--- src/hdl/lstc_pkg.sv ---
// Shared constants and types for the leading space to tab compressor.
// Used by the front end, the command queue, the back end and the top level.
// No dependencies.
`default_nettype none
package lstc_pkg;

   // Character codes that the compressor treats specially.
   localparam logic [7:0] CH_SPACE   = 8'h20;
   localparam logic [7:0] CH_TAB     = 8'h09;
   localparam logic [7:0] CH_NEWLINE = 8'h0A;

   // Default for the widest tab stop distance that the hardware supports.
   localparam int MAX_STOP_SPAN_DEFAULT = 64;

   // Tab width register: width, reset value and word index.
   localparam int          STOP_SPAN_W     = 7;
   localparam logic [6:0]  STOP_SPAN_RESET = 7'd8;
   localparam int          CSR_ADDR_W      = 3;
   localparam int          CSR_DATA_W      = 32;
   localparam logic        CSR_IDX_STOP_SPAN = 1'b0;

   // Space counts never exceed 255 over the supported range of tab widths.
   localparam int SPACE_CNT_W = 8;

   // Entries in the queue between front end and back end.
   localparam int QUEUE_DEPTH = 2;

   // One command: emit space_count spaces, then char_code with last set.
   typedef struct packed {
      logic [SPACE_CNT_W-1:0] space_count;
      logic [7:0]             char_code;
   } lstc_cmd_type;

endpackage
`default_nettype wire

--- src/hdl/lstc_front.sv ---
// Front end: accepts text bytes, tracks column, pending spaces and text seen.
// Pushes one output command per byte that produces output. Uses lstc_pkg.
`default_nettype none
module lstc_front
   import lstc_pkg::*;
#(
   parameter int MAX_STOP_SPAN = MAX_STOP_SPAN_DEFAULT
) (
   input  wire logic                   clock,
   input  wire logic                   reset,
   input  wire logic [STOP_SPAN_W-1:0] stop_span,
   input  wire logic                   req_tvalid,
   output logic                        req_tready,
   input  wire logic [7:0]             req_tdata,
   input  wire logic                   queue_full,
   output logic                        cmd_push,
   output lstc_cmd_type                cmd_data
);

   localparam int PW   = $clog2(MAX_STOP_SPAN);
   localparam int WW   = $clog2(MAX_STOP_SPAN + 1);
   localparam int CMPW = (WW > STOP_SPAN_W) ? WW : STOP_SPAN_W;

   logic [PW-1:0] column_ff, column_in;
   logic [PW-1:0] pending_ff, pending_in;
   logic          text_seen_ff, text_seen_in;

   logic [WW-1:0] eff_width;
   logic [WW-1:0] column_ext;
   logic [WW-1:0] column_inc;
   logic [PW-1:0] column_next;
   logic [PW-1:0] pending_inc;
   logic          normalizing;
   logic          wrap;
   logic          accept;

   always_comb begin
      if (stop_span == '0) begin
         eff_width = WW'(1);
      end else if (CMPW'(stop_span) > CMPW'(MAX_STOP_SPAN)) begin
         eff_width = WW'(MAX_STOP_SPAN);
      end else begin
         eff_width = WW'(stop_span);
      end
   end

   // After a width change the column may sit beyond the new width; it is
   // brought back in range by one subtraction per cycle before input resumes.
   assign column_ext  = WW'(column_ff);
   assign normalizing = (column_ext >= eff_width);
   assign req_tready  = !normalizing && !queue_full;
   assign accept      = req_tvalid && req_tready;

   assign column_inc  = column_ext + WW'(1);
   assign wrap        = (column_inc == eff_width);
   assign column_next = wrap ? '0 : PW'(column_inc);
   assign pending_inc = (pending_ff == PW'(MAX_STOP_SPAN - 1)) ?
                        pending_ff : pending_ff + PW'(1);

   always_comb begin
      column_in    = column_ff;
      pending_in   = pending_ff;
      text_seen_in = text_seen_ff;
      cmd_push     = 1'b0;
      cmd_data.space_count = SPACE_CNT_W'(pending_ff);
      cmd_data.char_code   = req_tdata;
      if (normalizing) begin
         column_in = PW'(column_ext - eff_width);
      end else if (accept) begin
         if (req_tdata == CH_SPACE && !text_seen_ff) begin
            column_in = column_next;
            if (wrap) begin
               cmd_push             = 1'b1;
               cmd_data.space_count = '0;
               cmd_data.char_code   = (pending_inc > PW'(1)) ? CH_TAB : CH_SPACE;
               pending_in           = '0;
            end else begin
               pending_in = pending_inc;
            end
         end else if (req_tdata == CH_TAB) begin
            cmd_push             = 1'b1;
            cmd_data.space_count = '0;
            column_in            = '0;
            pending_in           = '0;
         end else if (req_tdata == CH_NEWLINE) begin
            cmd_push     = 1'b1;
            column_in    = '0;
            pending_in   = '0;
            text_seen_in = 1'b0;
         end else begin
            cmd_push     = 1'b1;
            column_in    = column_next;
            pending_in   = '0;
            text_seen_in = 1'b1;
         end
      end
   end

   always_ff @(posedge clock) begin
      if (reset) begin
         column_ff    <= '0;
         pending_ff   <= '0;
         text_seen_ff <= 1'b0;
      end else begin
         column_ff    <= column_in;
         pending_ff   <= pending_in;
         text_seen_ff <= text_seen_in;
      end
   end

endmodule
`default_nettype wire

--- src/hdl/lstc_queue.sv ---
// Short command queue between the front end and the back end.
// Register based, first in first out. Uses lstc_pkg.
`default_nettype none
module lstc_queue
   import lstc_pkg::*;
(
   input  wire logic   clock,
   input  wire logic   reset,
   input  wire logic   push,
   input  lstc_cmd_type push_data,
   output logic        full,
   input  wire logic   pop,
   output logic        not_empty,
   output lstc_cmd_type head
);

   localparam int AW = $clog2(QUEUE_DEPTH);
   localparam int CW = $clog2(QUEUE_DEPTH + 1);

   lstc_cmd_type  entry_ff [QUEUE_DEPTH];
   logic [AW-1:0] wr_ptr_ff, wr_ptr_in;
   logic [AW-1:0] rd_ptr_ff, rd_ptr_in;
   logic [CW-1:0] count_ff, count_in;
   logic          do_push, do_pop;

   assign full      = (count_ff == CW'(QUEUE_DEPTH));
   assign not_empty = (count_ff != '0);
   assign head      = entry_ff[rd_ptr_ff];
   assign do_push   = push && !full;
   assign do_pop    = pop && not_empty;

   always_comb begin
      wr_ptr_in = wr_ptr_ff;
      rd_ptr_in = rd_ptr_ff;
      if (do_push) begin
         wr_ptr_in = (wr_ptr_ff == AW'(QUEUE_DEPTH - 1)) ? '0 : wr_ptr_ff + AW'(1);
      end
      if (do_pop) begin
         rd_ptr_in = (rd_ptr_ff == AW'(QUEUE_DEPTH - 1)) ? '0 : rd_ptr_ff + AW'(1);
      end
      count_in = count_ff + CW'(do_push) - CW'(do_pop);
   end

   always_ff @(posedge clock) begin
      if (reset) begin
         wr_ptr_ff <= '0;
         rd_ptr_ff <= '0;
         count_ff  <= '0;
      end else begin
         wr_ptr_ff <= wr_ptr_in;
         rd_ptr_ff <= rd_ptr_in;
         count_ff  <= count_in;
      end
   end

   always_ff @(posedge clock) begin
      if (do_push) begin
         entry_ff[wr_ptr_ff] <= push_data;
      end
   end

endmodule
`default_nettype wire

--- src/hdl/lstc_back.sv ---
// Back end: expands each queued command into flushed spaces and a final byte.
// Drives the registered result channel. Uses lstc_pkg.
`default_nettype none
module lstc_back
   import lstc_pkg::*;
(
   input  wire logic   clock,
   input  wire logic   reset,
   input  wire logic   cmd_valid,
   input  lstc_cmd_type cmd,
   output logic        cmd_pop,
   output logic        rsp_tvalid,
   input  wire logic   rsp_tready,
   output logic [7:0]  rsp_tdata,
   output logic        rsp_tlast
);

   logic [SPACE_CNT_W-1:0] sent_ff, sent_in;
   logic                   valid_ff, valid_in;
   logic [7:0]             data_ff, data_in;
   logic                   last_ff, last_in;
   logic                   load;

   // The output register takes a new byte whenever it is empty or being drained.
   assign load = cmd_valid && (!valid_ff || rsp_tready);

   always_comb begin
      sent_in  = sent_ff;
      data_in  = data_ff;
      last_in  = last_ff;
      cmd_pop  = 1'b0;
      valid_in = valid_ff && !rsp_tready;
      if (load) begin
         valid_in = 1'b1;
         if (sent_ff < cmd.space_count) begin
            data_in = CH_SPACE;
            last_in = 1'b0;
            sent_in = sent_ff + SPACE_CNT_W'(1);
         end else begin
            data_in = cmd.char_code;
            last_in = 1'b1;
            sent_in = '0;
            cmd_pop = 1'b1;
         end
      end
   end

   always_ff @(posedge clock) begin
      if (reset) begin
         valid_ff <= 1'b0;
         sent_ff  <= '0;
      end else begin
         valid_ff <= valid_in;
         sent_ff  <= sent_in;
      end
   end

   always_ff @(posedge clock) begin
      data_ff <= data_in;
      last_ff <= last_in;
   end

   assign rsp_tvalid = valid_ff;
   assign rsp_tdata  = data_ff;
   assign rsp_tlast  = last_ff;

endmodule
`default_nettype wire

--- src/hdl/leading_space_to_tab_compressor_top.sv ---
// Top level of the leading space to tab compressor: register port and wiring.
// Instantiates lstc_front, lstc_queue and lstc_back; uses lstc_pkg.
`default_nettype none
// One text byte enters per request and one output byte leaves per cycle while
// rsp_tready is high. A byte that causes output is taken every cycle as long
// as the two-entry command queue has room; a leading space that does not reach
// a tab stop produces nothing. A newline or other byte that flushes k held
// spaces makes the output side send those k spaces and then itself, and input
// stalls once the queue fills behind such a burst. Each output byte carries
// tlast on the final byte caused by its input byte. After stop_span is
// written, the held column is reduced into the new width by one subtraction
// per cycle, and no request is taken meanwhile.
module leading_space_to_tab_compressor_top
   import lstc_pkg::*;
#(
   parameter int MAX_STOP_SPAN = MAX_STOP_SPAN_DEFAULT
) (
   input  wire logic                  clock,
   input  wire logic                  reset,
   input  wire logic                  req_tvalid,
   output logic                       req_tready,
   input  wire logic [7:0]            req_tdata,   // [7:0] in_char
   output logic                       rsp_tvalid,
   input  wire logic                  rsp_tready,
   output logic [7:0]                 rsp_tdata,   // [7:0] out_char
   output logic                       rsp_tlast,
   input  wire logic                  csr_psel,
   input  wire logic                  csr_penable,
   input  wire logic                  csr_pwrite,
   input  wire logic [CSR_ADDR_W-1:0] csr_paddr,
   input  wire logic [CSR_DATA_W-1:0] csr_pwdata,
   output logic [CSR_DATA_W-1:0]      csr_prdata,
   output logic                       csr_pready
);

   logic [STOP_SPAN_W-1:0] stop_span_ff, stop_span_in;
   logic                   csr_write;
   logic                   queue_full, queue_not_empty;
   logic                   cmd_push, cmd_pop;
   lstc_cmd_type           cmd_in, cmd_head;

   assign csr_pready = 1'b1;
   assign csr_write  = csr_psel && csr_penable && csr_pwrite && csr_pready;

   always_comb begin
      stop_span_in = stop_span_ff;
      if (csr_write && csr_paddr[2] == CSR_IDX_STOP_SPAN) begin
         stop_span_in = csr_pwdata[STOP_SPAN_W-1:0];
      end
      csr_prdata = '0;
      if (csr_paddr[2] == CSR_IDX_STOP_SPAN) begin
         csr_prdata = CSR_DATA_W'(stop_span_ff);
      end
   end

   always_ff @(posedge clock) begin
      if (reset) begin
         stop_span_ff <= STOP_SPAN_RESET;
      end else begin
         stop_span_ff <= stop_span_in;
      end
   end

   lstc_front #(
      .MAX_STOP_SPAN (MAX_STOP_SPAN)
   ) u_front (
      .clock      (clock),
      .reset      (reset),
      .stop_span  (stop_span_ff),
      .req_tvalid (req_tvalid),
      .req_tready (req_tready),
      .req_tdata  (req_tdata),
      .queue_full (queue_full),
      .cmd_push   (cmd_push),
      .cmd_data   (cmd_in)
   );

   lstc_queue u_queue (
      .clock     (clock),
      .reset     (reset),
      .push      (cmd_push),
      .push_data (cmd_in),
      .full      (queue_full),
      .pop       (cmd_pop),
      .not_empty (queue_not_empty),
      .head      (cmd_head)
   );

   lstc_back u_back (
      .clock      (clock),
      .reset      (reset),
      .cmd_valid  (queue_not_empty),
      .cmd        (cmd_head),
      .cmd_pop    (cmd_pop),
      .rsp_tvalid (rsp_tvalid),
      .rsp_tready (rsp_tready),
      .rsp_tdata  (rsp_tdata),
      .rsp_tlast  (rsp_tlast)
   );

endmodule
`default_nettype wire
--- config.mk ---
export PLATFORM = sky130hd
export DESIGN_NAME = leading_space_to_tab_compressor_top
export DESIGN_NICKNAME = d
export VERILOG_FILES = /design/src/hdl/lstc_pkg.sv /design/src/hdl/lstc_front.sv /design/src/hdl/lstc_queue.sv /design/src/hdl/lstc_back.sv /design/src/hdl/leading_space_to_tab_compressor_top.sv
export SDC_FILE = /design/constraint.sdc
export NUM_CORES = 1
export LEC_CHECK = 0
export ABC_AREA = 1
export BUFFER_PORTS_ARGS = -buffer_cell sky130_fd_sc_hd__buf_4
export CORE_MARGIN = 2
export CORE_UTILIZATION = 40
export DETAILED_ROUTE_END_ITERATION = 7
export GPL_TIMING_DRIVEN = 1
export PLACE_DENSITY = 0.68
export RECOVER_POWER = 100
export SYNTH_ARGS = -nofsm -noshare
export SYNTH_HDL_FRONTEND = slang
export SYNTH_SLANG_ARGS = --single-unit
--- constraint.sdc ---
create_clock -name clock -period 6.9 [get_ports clock]
set_input_delay 1.38 -clock clock [delete_from_list [all_inputs] [get_ports clock]]
set_output_delay 1.38 -clock clock [all_outputs]
set_load 0.02 [all_outputs]
After elaboration in Yosys (flattened, before gate mapping)

Memory sizes are Yosys's and may differ from the RTL's. A register that Yosys moved wholly into a read port is not among the register bits.
Index checks and enable logic that the tools add are counted.

Memories kept: 1
Bits in writable memories: 32
Bits in registers: 42
Output and inout bits: 44
Logic and storage cells: 89
Bits in latches: 0
Input port bits: 50
Memory bits (read-only): 0

Reductions and logical operators: 21
Eq/ne operators: 6
$lt $le $gt $ge: 4
Shift operators: 0
Divide/modulo/power cells: 0
Multiply operators: 0
Bitwise gates (word level): 4
Add/sub/neg operators: 8
Muxes and demuxes: 34

Memories:

| memory           | words | bits a word | read ports | clocked after Yosys merged registers in | wr ports | RTL line         | RTL |
|---|---|---|---|---|---|---|---|
| u_queue.entry_ff | 2     | 16          | 1          | 1                                       | 1        | lstc_queue.sv:20 | `lstc_cmd_type entry_ff [QUEUE_DEPTH];` |

Operator list:

| operator                                                                        | number |
|---|---|
| 6-bit two-way mux                                                               | 11 |
| 16-bit two-way mux                                                              | 2 |
| 8-bit two-way mux                                                               | 3 |
| 7-bit two-way mux                                                               | 3 |
| 8-bit by 4-bit == test with 1-bit output, second input constant                 | 2 |
| 1-bit two-way mux                                                               | 14 |
| 14-bit two-way mux                                                              | 1 |
| 1-bit logical AND                                                               | 10 |
| 8-bit by 1-bit adder with 8-bit output, second input constant                   | 1 |
| 8-bit by 6-bit == test with 1-bit output, second input constant                 | 1 |
| 8-bit less-than comparator                                                      | 1 |
| 6-bit by 1-bit adder with 7-bit output, second input constant                   | 1 |
| 7-bit == test                                                                   | 1 |
| 6-bit by 7-bit >= comparator with 1-bit output                                  | 1 |
| 7-bit greater-than comparator, second input constant                            | 1 |
| 7-bit logical NOT                                                               | 1 |
| 6-bit by 1-bit adder with 6-bit output, second input constant                   | 1 |
| 6-bit == test, second input constant                                            | 1 |
| 6-bit by 1-bit greater-than comparator with 1-bit output, second input constant | 1 |
| 6-bit subtractor                                                                | 1 |
| 1-bit logical NOT                                                               | 5 |
| 1-bit NOT                                                                       | 4 |
| 4-bit AND reduction                                                             | 1 |
| 2-bit nonzero test                                                              | 2 |
| other kinds (6)                                                                 | 7 |

Logic depth before layout (Yosys ltp)

Gate-level depths: netlist of the first run.

Word-level depth: 12
Mapped depth: 18
Gate-level depth less buffers: 18

Cells and area by module

A second synthesis of the first run with hierarchy kept.

Cell total of the unflattened synthesis: 558
Area, all modules: 4640.7 sq um

Modules (own cells, without submodules):

| module                              | instances | seq. area each (sq um) | cells each | area each (sq um) |
|---|---|---|---|---|
| lstc_front                          | 1         | 260.2                  | 267        | 1607.8 |
| lstc_queue                          | 1         | 1061.0                 | 89         | 1461.4 |
| lstc_back                           | 1         | 450.4                  | 111        | 965.9 |
| leading_space_to_tab_compressor_top | 1         | 140.1                  | 91         | 605.6 |

Least setup slack after synthesis of the first run

No wires, ideal clock.

Path type: input to output
Start point: in csr_paddr[2]
End point: out csr_prdata[0]
Arrival: 1848 ps
Path buffers: 1
Path slack: 3672 ps
Required time: 5520 ps
Stages: 2
Cell sequence: clkbuf_1 > nor2_1

Cells in the longest elaborated chain, start to end: 1

Ends and longest elaborated chain:

| item               | RTL line                                  | RTL |
|---|---|---|
| start: declaration | leading_space_to_tab_compressor_top.sv:30 | `input wire logic [CSR_ADDR_W-1:0] csr_paddr,` |
| 7-bit two-way mux  | leading_space_to_tab_compressor_top.sv:51 | `if (csr_paddr[2] == CSR_IDX_STOP_SPAN) begin` |
| end: declaration   | leading_space_to_tab_compressor_top.sv:32 | `output logic [CSR_DATA_W-1:0] csr_prdata,` |

No other way between the ends.

Worst setup path in the final report of the first run

Start point: reg stop_span_ff[2]
End point: mem u_queue.entry_ff[0][4] (netlist name), enable pin

Cells in the longest elaborated chain, start to end: 12
Elaborated cells between the ends (all ways): 16
Classes of those cells: 2 x order compare; 1 x eq/ne; 8 x mux; 5 x reduce/logical

Ends and longest elaborated chain:

| item                                           | RTL line                                  | RTL |
|---|---|---|
| start: declaration                             | leading_space_to_tab_compressor_top.sv:36 | `logic [STOP_SPAN_W-1:0] stop_span_ff, stop_span_in;` |
| start signal: assignment                       | leading_space_to_tab_compressor_top.sv:60 | `stop_span_ff <= stop_span_in;` |
| 7-bit greater-than comparator                  | lstc_front.sv:40                          | `end else if (CMPW'(stop_span) > CMPW'(MAX_STOP_SPAN)) begin` |
| 7-bit two-way mux                              | lstc_front.sv:40                          |  |
| 7-bit two-way mux *                            | lstc_front.sv:38                          | `if (stop_span == '0) begin` |
| 6-bit by 7-bit >= comparator with 1-bit output | lstc_front.sv:50                          | `assign normalizing = (column_ext >= eff_width);` |
| 1-bit logical NOT                              | lstc_front.sv:51                          | `assign req_tready = !normalizing && !queue_full;` |
| 1-bit logical AND                              | lstc_front.sv:51                          |  |
| 1-bit logical AND                              | lstc_front.sv:52                          | `assign accept = req_tvalid && req_tready;` |
| 1-bit two-way mux                              | lstc_front.sv:69                          | `end else if (accept) begin` |
| 1-bit two-way mux *                            | lstc_front.sv:67                          | `if (normalizing) begin` |
| 1-bit logical AND *                            | lstc_queue.sv:29                          | `assign do_push = push && !full;` |
| 1-bit two-way mux *                            | lstc_queue.sv:57                          | `if (do_push) begin` |
| 1-bit two-way mux (not written as such) *      | lstc_queue.sv:58                          | `entry_ff[wr_ptr_ff] <= push_data;` |
| end: declaration                               | lstc_queue.sv:20                          |  |

Mark *: on every way between the ends. The rest lies on a longest branch, timed or not.

==> tab_implementation.tex, run 1 <==
\begin{tabular}{lr}
\hline
Metric & Value \\
\hline
\multicolumn{2}{l}{\textbf{Critical path}} \\
Critical path type & register to register \\
Timing endpoint of the critical path & u\_queue.entry\_ff[0][4] \\
Kind of end point of the critical path & register \\
R2R setup slack & about 3.1 ns \\
Worst reg2reg startpoint & stop\_span\_ff[2] \\
First element of the critical path & stop\_span\_ff[2] \\
Signal arrival time at the worst endpoint & around 3.8 ns \\
Reg2reg path depth & 14 \\
Worst-path maximum fanout & 14 \\
Worst path required time & 6.87 ns \\
Startpoint type of the worst setup path & register \\
Worst r2r dst & u\_queue.entry\_ff[0][4] \\
\multicolumn{2}{l}{\textbf{Placement}} \\
Worst slack, placed & 3.46 ns \\
Area after detailed placement & between 4000 and 5000 µm² \\
Number of port buffers & 40 \\
DP Wirelength & 6.03 mm \\
Final weighted congestion in routability-driven placement & between 0.8 and 0.9 \\
\multicolumn{2}{l}{\textbf{Floorplan}} \\
Number of placement rows & 36 \\
Area of the placeable core & 9820 µm² \\
Die span in x & about 100 µm \\
Die boundary height & 105 µm \\
Initial standard-cell utilization of the core & 0.415 \\
Overall die area & 11,000 µm² \\
Number of primary I/O pins & 94 \\
\multicolumn{2}{l}{\textbf{STA}} \\
Worst max-slew margin expressed relative to the limit & 0.249 \\
Max-slew violation total from the final report & 0 \\
Final count of negative-setup-slack endpoints & 0 \\
Fin crit period & 3.84 ns \\
RSZ-0062 raised after global routing & false \\
FMAX & approximately 0.26 GHz \\
Post-route clock period utilization & 0.557 \\
Number of hold violations in the final report & 0 \\
Post-layout worst setup margin & roughly 3.1 ns \\
Clock skew & 0.0108 ns \\
WHS & 0.448 ns \\
Final sum of negative setup slack & 0 ns \\
Slew @ Worst Pin & 1.12 ns \\
\multicolumn{2}{l}{\textbf{CTS}} \\
Resized cells post-CTS & 0 \\
Maximum number of buffers from clock root to sink & 2 \\
Total number of clock tree sinks & 71 \\
Setup fix buffers added after clock tree synthesis & 0 \\
H-tree depth reported by CTS & 3 \\
Inserted Clock Buffers & 9 \\
CTS tree & done \\
Clock latency at the later pin of the worst-skew pair & about 0.35 ns \\
CTS Root Buffer Type & sky130\_fd\_sc\_hd\_\_clkbuf\_8 \\
Clock slew at reported path FFs & around 0.08 ns \\
Total of hold buffers inserted after clock tree synthesis & 0 \\
\multicolumn{2}{l}{\textbf{Detailed routing}} \\
Drt first-iter violations & about 180 \\
Pre-antenna DRT Iters & 6 \\
Total detailed-routing wirelength & 7.99 mm \\
Antenna viol nets, final & 0 \\
Drt via density & 4.80 \\
Residual DRC count & 0 \\
Average detailed-routed wire length per instance & 11.9 µm \\
Number of vias in the routed layout & between 3,000 and 4,000 \\
\multicolumn{2}{l}{\textbf{Synthesis}} \\
Number of synthesis warnings & 0 \\
Synth area leader & sky130\_fd\_sc\_hd\_\_edfxtp\_1 \\
Distinct cells, synth & 40 \\
Most frequent cell after synthesis & sky130\_fd\_sc\_hd\_\_nand2\_1 \\
Register area share after synthesis & 0.440 \\
Share of the synthesized area in the top cell type & 0.273 \\
Syn avg cell area & 8.27 µm² \\
Post-synthesis sequential element count & 71 \\
Async SR Flop Fraction & 0 \\
Top cells by area in the synthesized netlist & sky130\_fd\_sc\_hd\_\_edfxtp\_1, sky130\_fd\_sc\_hd\_\_dfxtp\_1, sky130\_fd\_sc\_hd\_\_nand2\_1 \\
Count of flip-flops with a built-in enable after synthesis & 37 \\
Commonest cells in the synthesized netlist & sky130\_fd\_sc\_hd\_\_nand2\_1, sky130\_fd\_sc\_hd\_\_inv\_1, sky130\_fd\_sc\_hd\_\_nor2\_1, sky130\_fd\_sc\_hd\_\_edfxtp\_1, sky130\_fd\_sc\_hd\_\_a21oi\_1 \\
Netlist area before placement & between 4000 and 5000 µm² \\
Post-synth top flop & sky130\_fd\_sc\_hd\_\_edfxtp\_1 \\
Synth Instances & 493 \\
\multicolumn{2}{l}{\textbf{Power and ir drop}} \\
Power per cell area & around 330 nW/µm² \\
Tot Pwr & 0.00148 W \\
Maximum VDD drop & approximately 0.22 mV \\
Leakage & 1.97 nW \\
\multicolumn{2}{l}{\textbf{Hold path}} \\
Hold Crit Start & u\_back.sent\_ff[7] \\
Worst min-delay path class & register to register \\
\multicolumn{2}{l}{\textbf{Global route}} \\
Number of global-route vias before repair & 3,134 \\
Wire length of the first global-routing pass & 14.0 mm \\
Gr ovfl total & 0 \\
Maximum number of pins on one net before global-route repair & 17 \\
Number of antenna violations at the first check in global routing & 0 \\
Total global routing track utilization & 0.157 \\
\multicolumn{2}{l}{\textbf{Job}} \\
Max-cap violations & 0 \\
\multicolumn{2}{l}{\textbf{Cells and area}} \\
Post-route cell area & around 4400 µm² \\
Signed area change from the synthesized netlist to the final layout & 8.47\% \\
Fraction of final layout cells with drive strength greater than 1 & 0.104 \\
Total of fill cells in the finished design & 986 \\
Number of diodes added for antenna fixing & 0 \\
\# nets final & 599 \\
\multicolumn{2}{l}{\textbf{Status}} \\
Run status & finished, final reports clean \\
\hline
\end{tabular}
[registers in the layout, summed over array words and instances, names as in the netlist, named ones only]
| name | count |
|---|---|
| u_queue.entry_ff | 28 |
| u_back.rsp_tdata | 8 |
| u_back.sent_ff | 8 |
| stop_span_ff | 7 |
| u_front.column_ff | 6 |
| u_front.pending_ff | 6 |
| u_queue.count_ff | 2 |
| u_back.rsp_tlast | 1 |
| u_back.rsp_tvalid | 1 |
| u_front.text_seen_ff | 1 |
| u_queue.rd_ptr_ff | 1 |
| u_queue.wr_ptr_ff | 1 |
[how the worst min path moves through the flow]
stage | to | slack, ns | depth (start not counted)
floorplan | u_back.sent_ff[7] | 0.42 | 2
global placement | u_back.sent_ff[7] | 0.44 | 2
detailed placement | u_back.sent_ff[7] | 0.43 | 2
CTS | u_back.sent_ff[7] | 0.45 | 2
global route | u_back.sent_ff[7] | 0.50 | 2
finish | u_back.sent_ff[7] | 0.45 | 2
[layout make-up]
cell class	instances	area, µm²	share of cell area
clock buffers	9	124	0.0280
multi-input cells	339	1800	0.408
clock inverters	7	61.3	0.0139
well taps	133	166	0.0376
inverters	70	264	0.0597
flip-flops and latches	71	1790	0.405
repair buffers	40	210	0.0475
[layout by cell type (no fill, tap or decap), types with 2 or more instances in the layout]
cell                           n
sky130_fd_sc_hd__a21oi_1      36
sky130_fd_sc_hd__buf_4        15
sky130_fd_sc_hd__clkbuf_1     24
sky130_fd_sc_hd__clkbuf_8      9
sky130_fd_sc_hd__clkinvlp_4    2
sky130_fd_sc_hd__conb_1       26
sky130_fd_sc_hd__dfxtp_1      34
sky130_fd_sc_hd__edfxtp_1     37
sky130_fd_sc_hd__ha_1         17
sky130_fd_sc_hd__inv_1        64
sky130_fd_sc_hd__inv_2         5
sky130_fd_sc_hd__inv_6         3
sky130_fd_sc_hd__mux2i_1       6
sky130_fd_sc_hd__nand2_1     105
sky130_fd_sc_hd__nand2_2       5
sky130_fd_sc_hd__nand3_1      25
sky130_fd_sc_hd__nand3b_1      2
sky130_fd_sc_hd__nand4_1      13
sky130_fd_sc_hd__nor2_1       41
sky130_fd_sc_hd__nor2_2        6
sky130_fd_sc_hd__nor2_4        2
sky130_fd_sc_hd__nor3_1        9
sky130_fd_sc_hd__o21ai_0      19
sky130_fd_sc_hd__o21ai_1       3
sky130_fd_sc_hd__xor2_1        9
[metrics by stage]
step | std cells | util
floorplan | 517 | -
global placement | 653 | 0.447
detailed placement | 653 | 0.447
CTS | 669 | 0.466
global route | 669 | 0.450
finish | 669 | 0.450
[critical path, cell delays in order, from the launching register on]
cell                         delay [ns]
sky130_fd_sc_hd__dfxtp_1           0.34
sky130_fd_sc_hd__nor2_1            0.11
sky130_fd_sc_hd__nand3_1           0.09
sky130_fd_sc_hd__nand2_1           0.11
sky130_fd_sc_hd__nand2_1           0.12
sky130_fd_sc_hd__ha_1              0.32
sky130_fd_sc_hd__inv_1             0.11
sky130_fd_sc_hd__nor2_1            0.06
sky130_fd_sc_hd__nand2_1           0.08
sky130_fd_sc_hd__nand2_1           0.05
sky130_fd_sc_hd__a21oi_1           0.20
sky130_fd_sc_hd__nand4_1           0.36
sky130_fd_sc_hd__clkinvlp_2        0.48
sky130_fd_sc_hd__nand2_1           0.16
sky130_fd_sc_hd__nor2_1            0.87
[power breakdown]
group	switching, W	internal, W
Combinational	0.000370	0.000172
Clock	0.000177	0.000137
Sequential	0.0000631	0.000559
Total	0.000610	0.000869
[cell families (layout without fill, tap and decap cells)]
group | Yosys count | in the layout | share of synthesized area
adders and majority gates | 18 | 18 | 0.0571
muxes | 6 | 6 | 0.0147
xor gates and xnor gates | 10 | 10 | 0.0215
and+or+nand+nor | 214 | 214 | 0.250
DFF | 71 | 71 | 0.440
other | 2 | 26 | 0.00184
AOI/OAI and AO/OA | 65 | 65 | 0.0899
buffers and inverters | 107 | 126 | 0.125
[routing by layer]
layer	wire length [µm]	track usage
met5	0	0
met3	348	0.0337
met1	3580	0.191
met2	3910	0.271
met4	146	0.0590
Note: power is estimated with default switching activity, not from simulation.
==> run 2, diff against run 1 <==
--- a/config.mk
+++ b/config.mk
@@ -5,13 +5,13 @@
 export SDC_FILE = /design/constraint.sdc
 export NUM_CORES = 1
 export LEC_CHECK = 0
-export ABC_AREA = 1
+export ABC_AREA = 0
 export BUFFER_PORTS_ARGS = -buffer_cell sky130_fd_sc_hd__buf_4
 export CORE_MARGIN = 2
 export CORE_UTILIZATION = 40
 export DETAILED_ROUTE_END_ITERATION = 7
 export GPL_TIMING_DRIVEN = 1
-export PLACE_DENSITY = 0.68
+export PLACE_DENSITY = 0.7
 export RECOVER_POWER = 100
 export SYNTH_ARGS = -nofsm -noshare
 export SYNTH_HDL_FRONTEND = slang
==> constraint.sdc (replaced) <==
create_clock -name clock -period 3.45 [get_ports clock]
set_input_delay 0.69 -clock clock [delete_from_list [all_inputs] [get_ports clock]]
set_output_delay 0.69 -clock clock [all_outputs]
set_load 0.02 [all_outputs]
==> tab_implementation.tex, run 2 <==
\begin{tabular}{lr}
\hline
Metric & Value \\
\hline
\multicolumn{2}{l}{\textbf{STA}} \\
Number of hold violations in the final report & 0 \\
Final count of negative-setup-slack endpoints & 0 \\
Slew @ Worst Pin & $\sim$1.6 ns \\
Final sum of negative setup slack & 0 ns \\
FMAX & slightly above 0.3 GHz \\
Max-slew violation total from the final report & 35 \\
Post-route clock period utilization & 0.936 \\
Fin crit period & 3.23 ns \\
RSZ-0062 raised after global routing & false \\
Worst max-slew margin expressed relative to the limit & -0.0493 \\
Clock skew & 0.0111 ns \\
\multicolumn{2}{l}{\textbf{Critical path}} \\
Number of buffers and inverters on the critical path & 0 \\
Worst path required time & 3.54 ns \\
Highest-delay cell along the critical path & sky130\_fd\_sc\_hd\_\_nor4\_2 \\
Startpoint type of the worst setup path & register \\
Cell chain of the critical path & nand2b\_2, ha\_1, a21o\_1, a21oi\_1, a311o\_1, nand2\_8, nor4\_2, mux2\_1 \\
Maximum cell stage delay along the critical path & slightly above 0.5 ns \\
Critical path type & register to register \\
Worst-path maximum fanout & 10 \\
Kind of end point of the critical path & register \\
Top cell family by delay on the critical path & compound AO/OA/AOI/OAI gates \\
Signal arrival time at the worst endpoint & 3.32 ns \\
\multicolumn{2}{l}{\textbf{Synthesis}} \\
Distinct cells, synth & between 70 and 80 \\
Most frequent cell after synthesis & sky130\_fd\_sc\_hd\_\_edfxtp\_1 \\
Async SR Flop Fraction & 0 \\
Number of synthesis warnings & 0 \\
Post-synthesis sequential element count & 71 \\
Synth area leader & sky130\_fd\_sc\_hd\_\_edfxtp\_1 \\
Syn avg cell area & 10.2 µm² \\
Post-synth top flop & sky130\_fd\_sc\_hd\_\_edfxtp\_1 \\
Share of the synthesized area in the top cell type & 0.262 \\
Register area share after synthesis & 0.423 \\
Commonest cells in the synthesized netlist & sky130\_fd\_sc\_hd\_\_edfxtp\_1, sky130\_fd\_sc\_hd\_\_nor2\_1, sky130\_fd\_sc\_hd\_\_dfxtp\_1, sky130\_fd\_sc\_hd\_\_buf\_4, sky130\_fd\_sc\_hd\_\_mux2i\_1 \\
Netlist area before placement & between 4000 and 5000 µm² \\
Synth Instances & 416 \\
Count of flip-flops with a built-in enable after synthesis & 37 \\
Top cells by area in the synthesized netlist & sky130\_fd\_sc\_hd\_\_edfxtp\_1, sky130\_fd\_sc\_hd\_\_dfxtp\_1, sky130\_fd\_sc\_hd\_\_mux2i\_1 \\
\multicolumn{2}{l}{\textbf{Detailed routing}} \\
Total detailed-routing wirelength & 8.67 mm \\
Drt first-iter violations & 189 \\
Antenna viol nets, final & 0 \\
Average detailed-routed wire length per instance & 14.6 µm \\
Drt via density & roughly 5.2 \\
Residual DRC count & 0 \\
Pre-antenna DRT Iters & 4 \\
Number of vias in the routed layout & 3,113 \\
\multicolumn{2}{l}{\textbf{CTS}} \\
CTS tree & done \\
Clock latency at the later pin of the worst-skew pair & 0.35 ns \\
H-tree depth reported by CTS & 3 \\
CTS Root Buffer Type & sky130\_fd\_sc\_hd\_\_clkbuf\_8 \\
Inserted Clock Buffers & 9 \\
Clock slew at reported path FFs & 0.08 ns \\
Setup fix buffers added after clock tree synthesis & 0 \\
Resized cells post-CTS & 0 \\
Maximum number of buffers from clock root to sink & 2 \\
Total number of clock tree sinks & 71 \\
Total of hold buffers inserted after clock tree synthesis & 0 \\
\multicolumn{2}{l}{\textbf{Status}} \\
Violations in the final reports & max-capacitance violations, max-slew violations \\
Run status & finished, violations left \\
\multicolumn{2}{l}{\textbf{Power and ir drop}} \\
Tot Pwr & 0.00310 W \\
Power per cell area & 674 nW/µm² \\
Leakage & 1.73 nW \\
Maximum VDD drop & approximately 0.29 mV \\
\multicolumn{2}{l}{\textbf{Global route}} \\
Number of antenna violations at the first check in global routing & 0 \\
Maximum number of pins on one net before global-route repair & 35 \\
Number of global-route vias before repair & 3,030 \\
Wire length of the first global-routing pass & 14.4 mm \\
Gr ovfl total & 0 \\
Total global routing track utilization & 0.160 \\
\multicolumn{2}{l}{\textbf{Cells and area}} \\
Number of flip-flops under the largest register name & 28 \\
Top library cells by usage in the layout, fill and taps aside & sky130\_fd\_sc\_hd\_\_edfxtp\_1, sky130\_fd\_sc\_hd\_\_nor2\_1, sky130\_fd\_sc\_hd\_\_dfxtp\_1 \\
Leading cell type in the layout, fill and taps excluded & sky130\_fd\_sc\_hd\_\_edfxtp\_1 \\
Fraction of final layout cells with drive strength greater than 1 & 0.135 \\
Post-route cell area & 4590 µm² \\
Reg with most FFs & u\_queue.entry\_ff \\
Utilization of the core after routing & 0.445 \\
Number of diodes added for antenna fixing & 0 \\
Post-Layout Cell Count & 594 \\
\# nets final & 521 \\
Signed area change from the synthesized netlist to the final layout & 8.45\% \\
\multicolumn{2}{l}{\textbf{Placement}} \\
DP Wirelength & approximately 6.4 mm \\
Final weighted congestion in routability-driven placement & 0.913 \\
Area after detailed placement & 4550 µm² \\
Number of port buffers & 40 \\
Count of placed standard cells including taps & 578 \\
\multicolumn{2}{l}{\textbf{Floorplan}} \\
Area of the placeable core & 10,300 µm² \\
Overall die area & 11,400 µm² \\
Initial standard-cell utilization of the core & 0.410 \\
Die span in x & 107 µm \\
Die boundary height & 107 µm \\
Number of placement rows & 37 \\
Number of primary I/O pins & 94 \\
\multicolumn{2}{l}{\textbf{Job}} \\
Max-cap violations & 1 \\
\multicolumn{2}{l}{\textbf{Hold path}} \\
Worst min-delay path class & register to register \\
\hline
\end{tabular}
run 2: power breakdown:
group	internal [W]	switching [W]
clock	0.000277	0.000357
sequential	0.00112	0.000112
combinational	0.000415	0.000817
total	0.00181	0.00129
run 2: path summary, 6_finish.rpt:
kind                   startpoint                     end  slack [ns]  depth (start not counted)
min          u_front.text_seen_ff    u_front.text_seen_ff        0.50                          2
min reg2reg  u_front.text_seen_ff    u_front.text_seen_ff        0.50                          2
max               stop_span_ff[6]  u_queue.entry_ff[1][5]        0.22                          8
max reg2reg       stop_span_ff[6]  u_queue.entry_ff[1][5]        0.22                          8
run 2: cell families (layout without fill, tap and decap cells):
| kind of cell | Yosys count | in the layout | synth area share |
|---|---|---|---|
| adder cells (fa/ha/maj) | 18 | 18 | 0.0549 |
| flip-flops | 71 | 71 | 0.423 |
| multiplexers | 26 | 26 | 0.0632 |
| buffers and inverters | 65 | 83 | 0.0904 |
| XOR/XNOR | 14 | 14 | 0.0325 |
| AND/OR/NAND/NOR | 132 | 132 | 0.178 |
| other | 2 | 26 | 0.00177 |
| AO/OA/AOI/OAI | 88 | 88 | 0.156 |
run 2: stage by stage:
stage / hold slack [ns] / setup slack [ns]
after floorplan: 0.438 / 0.0388
after global placement: 0.462 / 0.574
after detailed placement: 0.471 / 0.462
after CTS: 0.492 / 0.252
after global routing: 0.534 / 0.0694
final: 0.499 / 0.220
run 2: per-layer routing:
metal	wire length, µm	track usage
met1	3670	0.193
met4	127	0.0733
met5	0	0
met2	4430	0.267
met3	446	0.0444
run 2: layout make-up:
class                   count  area [µm²]
multi-input cells         304        2110
fillers                  1001        5730
flip-flops and latches     71        1790
well taps                 136         170
inverters                  18        67.6
repair buffers             49         264
clock inverters             7        63.8
clock buffers               9         124
run 2: worst reg2reg max path: cells and delay by family, from the launching register on:
kind | cells | cell delay (ns)
AOI/OAI and AO/OA | 3 | 0.95
DFF | 1 | 0.39
and+or+nand+nor | 3 | 0.87
muxes | 1 | 0.42
adders and majority gates | 1 | 0.34
==> run 3, diff against run 2 <==
--- a/config.mk
+++ b/config.mk
@@ -15,4 +15,5 @@
 export RECOVER_POWER = 100
 export SYNTH_ARGS = -nofsm -noshare
 export SYNTH_HDL_FRONTEND = slang
+export SYNTH_HIERARCHICAL = 1
 export SYNTH_SLANG_ARGS = --single-unit
==> tab_implementation.tex, run 3 <==
\begin{tabular}{lr}
\hline
Metric & Value \\
\hline
\multicolumn{2}{l}{\textbf{CTS}} \\
Clock latency at the later pin of the worst-skew pair & between 0.3 and 0.4 ns \\
Setup fix buffers added after clock tree synthesis & 0 \\
Inserted Clock Buffers & 9 \\
Total number of clock tree sinks & 75 \\
CTS tree & done \\
CTS Root Buffer Type & sky130\_fd\_sc\_hd\_\_clkbuf\_8 \\
Clock slew at reported path FFs & 0.08 ns \\
Resized cells post-CTS & 0 \\
Maximum number of buffers from clock root to sink & 2 \\
Total of hold buffers inserted after clock tree synthesis & 0 \\
H-tree depth reported by CTS & 3 \\
\multicolumn{2}{l}{\textbf{Power and ir drop}} \\
Power per cell area & 605 nW/µm² \\
Sequential share of power & 0.433 \\
Combinational share of power & 0.363 \\
Part of the power in the clock network & 0.205 \\
Leakage & 1.84 nW \\
Switching power total & 0.00109 W \\
Cell-internal power & around 0.0018 W \\
Switching share of total power & 0.374 \\
Maximum VDD drop & 0.250 mV \\
\multicolumn{2}{l}{\textbf{STA}} \\
Final sum of negative setup slack & 0 ns \\
Number of hold violations in the final report & 0 \\
Max-slew violation total from the final report & 0 \\
Post-layout worst setup margin & 0.272 ns \\
Clock skew & 0.00861 ns \\
WHS & 0.496 ns \\
RSZ-0062 raised after global routing & false \\
Final count of negative-setup-slack endpoints & 0 \\
Fin crit period & around 3.2 ns \\
Worst max-slew margin expressed relative to the limit & 0.275 \\
FMAX & 0.315 GHz \\
Slew @ Worst Pin & 1.09 ns \\
Post-route clock period utilization & 0.921 \\
\multicolumn{2}{l}{\textbf{Placement}} \\
Count of placed standard cells including taps & 602 \\
Worst slack, placed & 0.316 ns \\
Final weighted congestion in routability-driven placement & between 0.8 and 0.9 \\
Number of port buffers & 40 \\
Area after detailed placement & 4790 µm² \\
DP Wirelength & 6.12 mm \\
\multicolumn{2}{l}{\textbf{Cells and area}} \\
Top library cells by usage in the layout, fill and taps aside & sky130\_fd\_sc\_hd\_\_edfxtp\_1, sky130\_fd\_sc\_hd\_\_dfxtp\_1, sky130\_fd\_sc\_hd\_\_clkbuf\_1 \\
Post-Layout Cell Count & 618 \\
\# nets final & 542 \\
Reg with most FFs & u\_queue/entry\_ff \\
Area used by multi-input combinational logic & 2160 µm² \\
Area taken by flip-flops and latches & 1910 µm² \\
Number of diodes added for antenna fixing & 0 \\
Number of flip-flops under the largest register name & 32 \\
Signed area change from the synthesized netlist to the final layout & 8.22\% \\
Total of fill cells in the finished design & 1,043 \\
Post-route cell area & 4790 µm² \\
Fraction of final layout cells with drive strength greater than 1 & 0.142 \\
Leading cell type in the layout, fill and taps excluded & sky130\_fd\_sc\_hd\_\_edfxtp\_1 \\
\multicolumn{2}{l}{\textbf{Hold path}} \\
Worst min-delay path class & register to register \\
Worst hold path stage count & 2 \\
\multicolumn{2}{l}{\textbf{Floorplan}} \\
Die span in x & 109 µm \\
Number of placement rows & 38 \\
Overall die area & $\sim$12,000 µm² \\
Area of the placeable core & 10,800 µm² \\
Number of primary I/O pins & 94 \\
Initial standard-cell utilization of the core & 0.409 \\
Die boundary height & 109 µm \\
\multicolumn{2}{l}{\textbf{Critical path}} \\
Reg2reg path depth & 12 \\
Kind of end point of the critical path & output pin \\
Top cell family by delay on the critical path & compound AO/OA/AOI/OAI gates \\
Timing endpoint of the critical path & req\_tready \\
Critical path type & register to output pin \\
First element of the critical path & stop\_span\_ff[2] \\
Worst-path maximum fanout & 14 \\
Worst reg2reg startpoint & stop\_span\_ff[2] \\
Number of buffers and inverters on the critical path & 2 \\
Signal arrival time at the worst endpoint & approximately 2.5 ns \\
Startpoint type of the worst setup path & register \\
CP Depth & 10 \\
Worst path required time & about 2.8 ns \\
R2R setup slack & $\sim$0.32 ns \\
Maximum cell stage delay along the critical path & 0.35 ns \\
Highest-delay cell along the critical path & sky130\_fd\_sc\_hd\_\_dfxtp\_1 \\
Worst r2r dst & u\_queue/entry\_ff[0][10] \\
Cell chain of the critical path & nor4\_1, nand3\_1, a21oi\_1, ha\_1, nor2b\_1, o21ai\_0, a41oi\_1, buf\_4, nor2\_1, clkbuf\_2 \\
\multicolumn{2}{l}{\textbf{Synthesis}} \\
Post-synth top flop & sky130\_fd\_sc\_hd\_\_edfxtp\_1 \\
Commonest cells in the synthesized netlist & sky130\_fd\_sc\_hd\_\_edfxtp\_1, sky130\_fd\_sc\_hd\_\_dfxtp\_1, sky130\_fd\_sc\_hd\_\_buf\_4, sky130\_fd\_sc\_hd\_\_inv\_1 \\
Synth Instances & between 400 and 500 \\
Register area share after synthesis & 0.432 \\
Netlist area before placement & 4430 µm² \\
Number of synthesis warnings & 6 \\
Top cells by area in the synthesized netlist & sky130\_fd\_sc\_hd\_\_edfxtp\_1, sky130\_fd\_sc\_hd\_\_dfxtp\_1, sky130\_fd\_sc\_hd\_\_ha\_1 \\
Synth area leader & sky130\_fd\_sc\_hd\_\_edfxtp\_1 \\
Share of the synthesized area in the top cell type & 0.278 \\
Post-synthesis sequential element count & 75 \\
Distinct cells, synth & approximately 70 \\
Most frequent cell after synthesis & sky130\_fd\_sc\_hd\_\_edfxtp\_1 \\
Count of flip-flops with a built-in enable after synthesis & 41 \\
Async SR Flop Fraction & 0 \\
Syn avg cell area & 10.3 µm² \\
\multicolumn{2}{l}{\textbf{Detailed routing}} \\
Drt first-iter violations & 165 \\
Residual DRC count & 0 \\
Number of vias in the routed layout & $\sim$3,200 \\
Pre-antenna DRT Iters & 5 \\
Average detailed-routed wire length per instance & 13.7 µm \\
Antenna viol nets, final & 0 \\
Drt via density & 5.14 \\
Total detailed-routing wirelength & $\sim$8.5 mm \\
\multicolumn{2}{l}{\textbf{Global route}} \\
Wire length of the first global-routing pass & 14.2 mm \\
Number of global-route vias before repair & a little over 3,000 \\
Maximum number of pins on one net before global-route repair & 48 \\
Number of antenna violations at the first check in global routing & 0 \\
Total global routing track utilization & 0.151 \\
Gr ovfl total & 0 \\
\multicolumn{2}{l}{\textbf{Status}} \\
Run status & finished, final reports clean \\
\multicolumn{2}{l}{\textbf{Job}} \\
Max-cap violations & 0 \\
\hline
\end{tabular}
==> run 3: worst reg2reg max path, cell delays in order (launching register included) <==
cell	delay [ns]
sky130_fd_sc_hd__dfxtp_1	0.35
sky130_fd_sc_hd__nor4_1	0.27
sky130_fd_sc_hd__nand3_1	0.13
sky130_fd_sc_hd__a21oi_1	0.20
sky130_fd_sc_hd__ha_1	0.29
sky130_fd_sc_hd__a211oi_1	0.19
sky130_fd_sc_hd__o2111a_1	0.30
sky130_fd_sc_hd__a21boi_2	0.16
sky130_fd_sc_hd__nor2_2	0.16
sky130_fd_sc_hd__inv_1	0.06
sky130_fd_sc_hd__or3_1	0.37
sky130_fd_sc_hd__inv_1	0.06
sky130_fd_sc_hd__clkbuf_4	0.28
==> run 3: through the flow <==
stage	utilization	total power, W
2_1_floorplan	-	0.00211
3_3_place_gp	0.442	0.00240
3_5_place_dp	0.442	0.00244
4_1_cts	0.458	0.00304
5_1_grt	0.442	0.00309
6_report	0.442	0.00290
==> run 3: area by class of cell <==
class,count,area share
multi-input cells,309,0.451
inverters,27,0.0211
flip-flops and latches,75,0.399
well taps,140,0.0365
clock buffers,10,0.0266
clock inverters,6,0.00887
repair buffers,51,0.0574
==> run 3: cells by family after synthesis <==
kind of cell               count (synthesis)  share of synthesized area
adders and majority gates                 19                     0.0554
other                                      3                    0.00254
muxes                                     25                     0.0610
buffers and inverters                     71                     0.0904
and+or+nand+nor                          148                      0.200
AOI/OAI and AO/OA                         75                      0.132
DFF                                       75                      0.432
xor gates and xnor gates                  14                     0.0277
==> run 3: how the worst min path moves through the flow <==
stage | start | to | slack, ns
CTS | u_queue/wr_ptr_ff | u_queue/wr_ptr_ff | 0.49
global route | u_queue/wr_ptr_ff | u_queue/wr_ptr_ff | 0.51
finish | u_queue/wr_ptr_ff | u_queue/wr_ptr_ff | 0.50
detailed placement | u_queue/wr_ptr_ff | u_queue/wr_ptr_ff | 0.48
global placement | u_queue/wr_ptr_ff | u_queue/wr_ptr_ff | 0.47
floorplan | u_queue/wr_ptr_ff | u_queue/wr_ptr_ff | 0.45
==> run 3: power by group through the flow <==
stage	Sequential (W)	Combinational, W	Clock, W
6_report	0.00125	0.00105	0.000593
5_1_grt	0.00127	0.00116	0.000652
4_1_cts	0.00125	0.00118	0.000616
3_5_place_dp	0.00127	0.00117	0
3_3_place_gp	0.00126	0.00114	0
2_1_floorplan	0.00127	0.000835	0
==> run 3: layer usage <==
| layer | part of all wire | routed length [µm] | GRT usage | vias up |
|---|---|---|---|---|
| li1 | - | - | - | 1582 |
| met1 | 0.44 | 3740 | 0.183 | 1516 |
| met2 | 0.50 | 4210 | 0.261 | 64 |
| met3 | 0.040 | 341 | 0.0311 | 14 |
| met4 | 0.021 | 177 | 0.0615 | 0 |
| met5 | 0 | 0 | 0 | - |
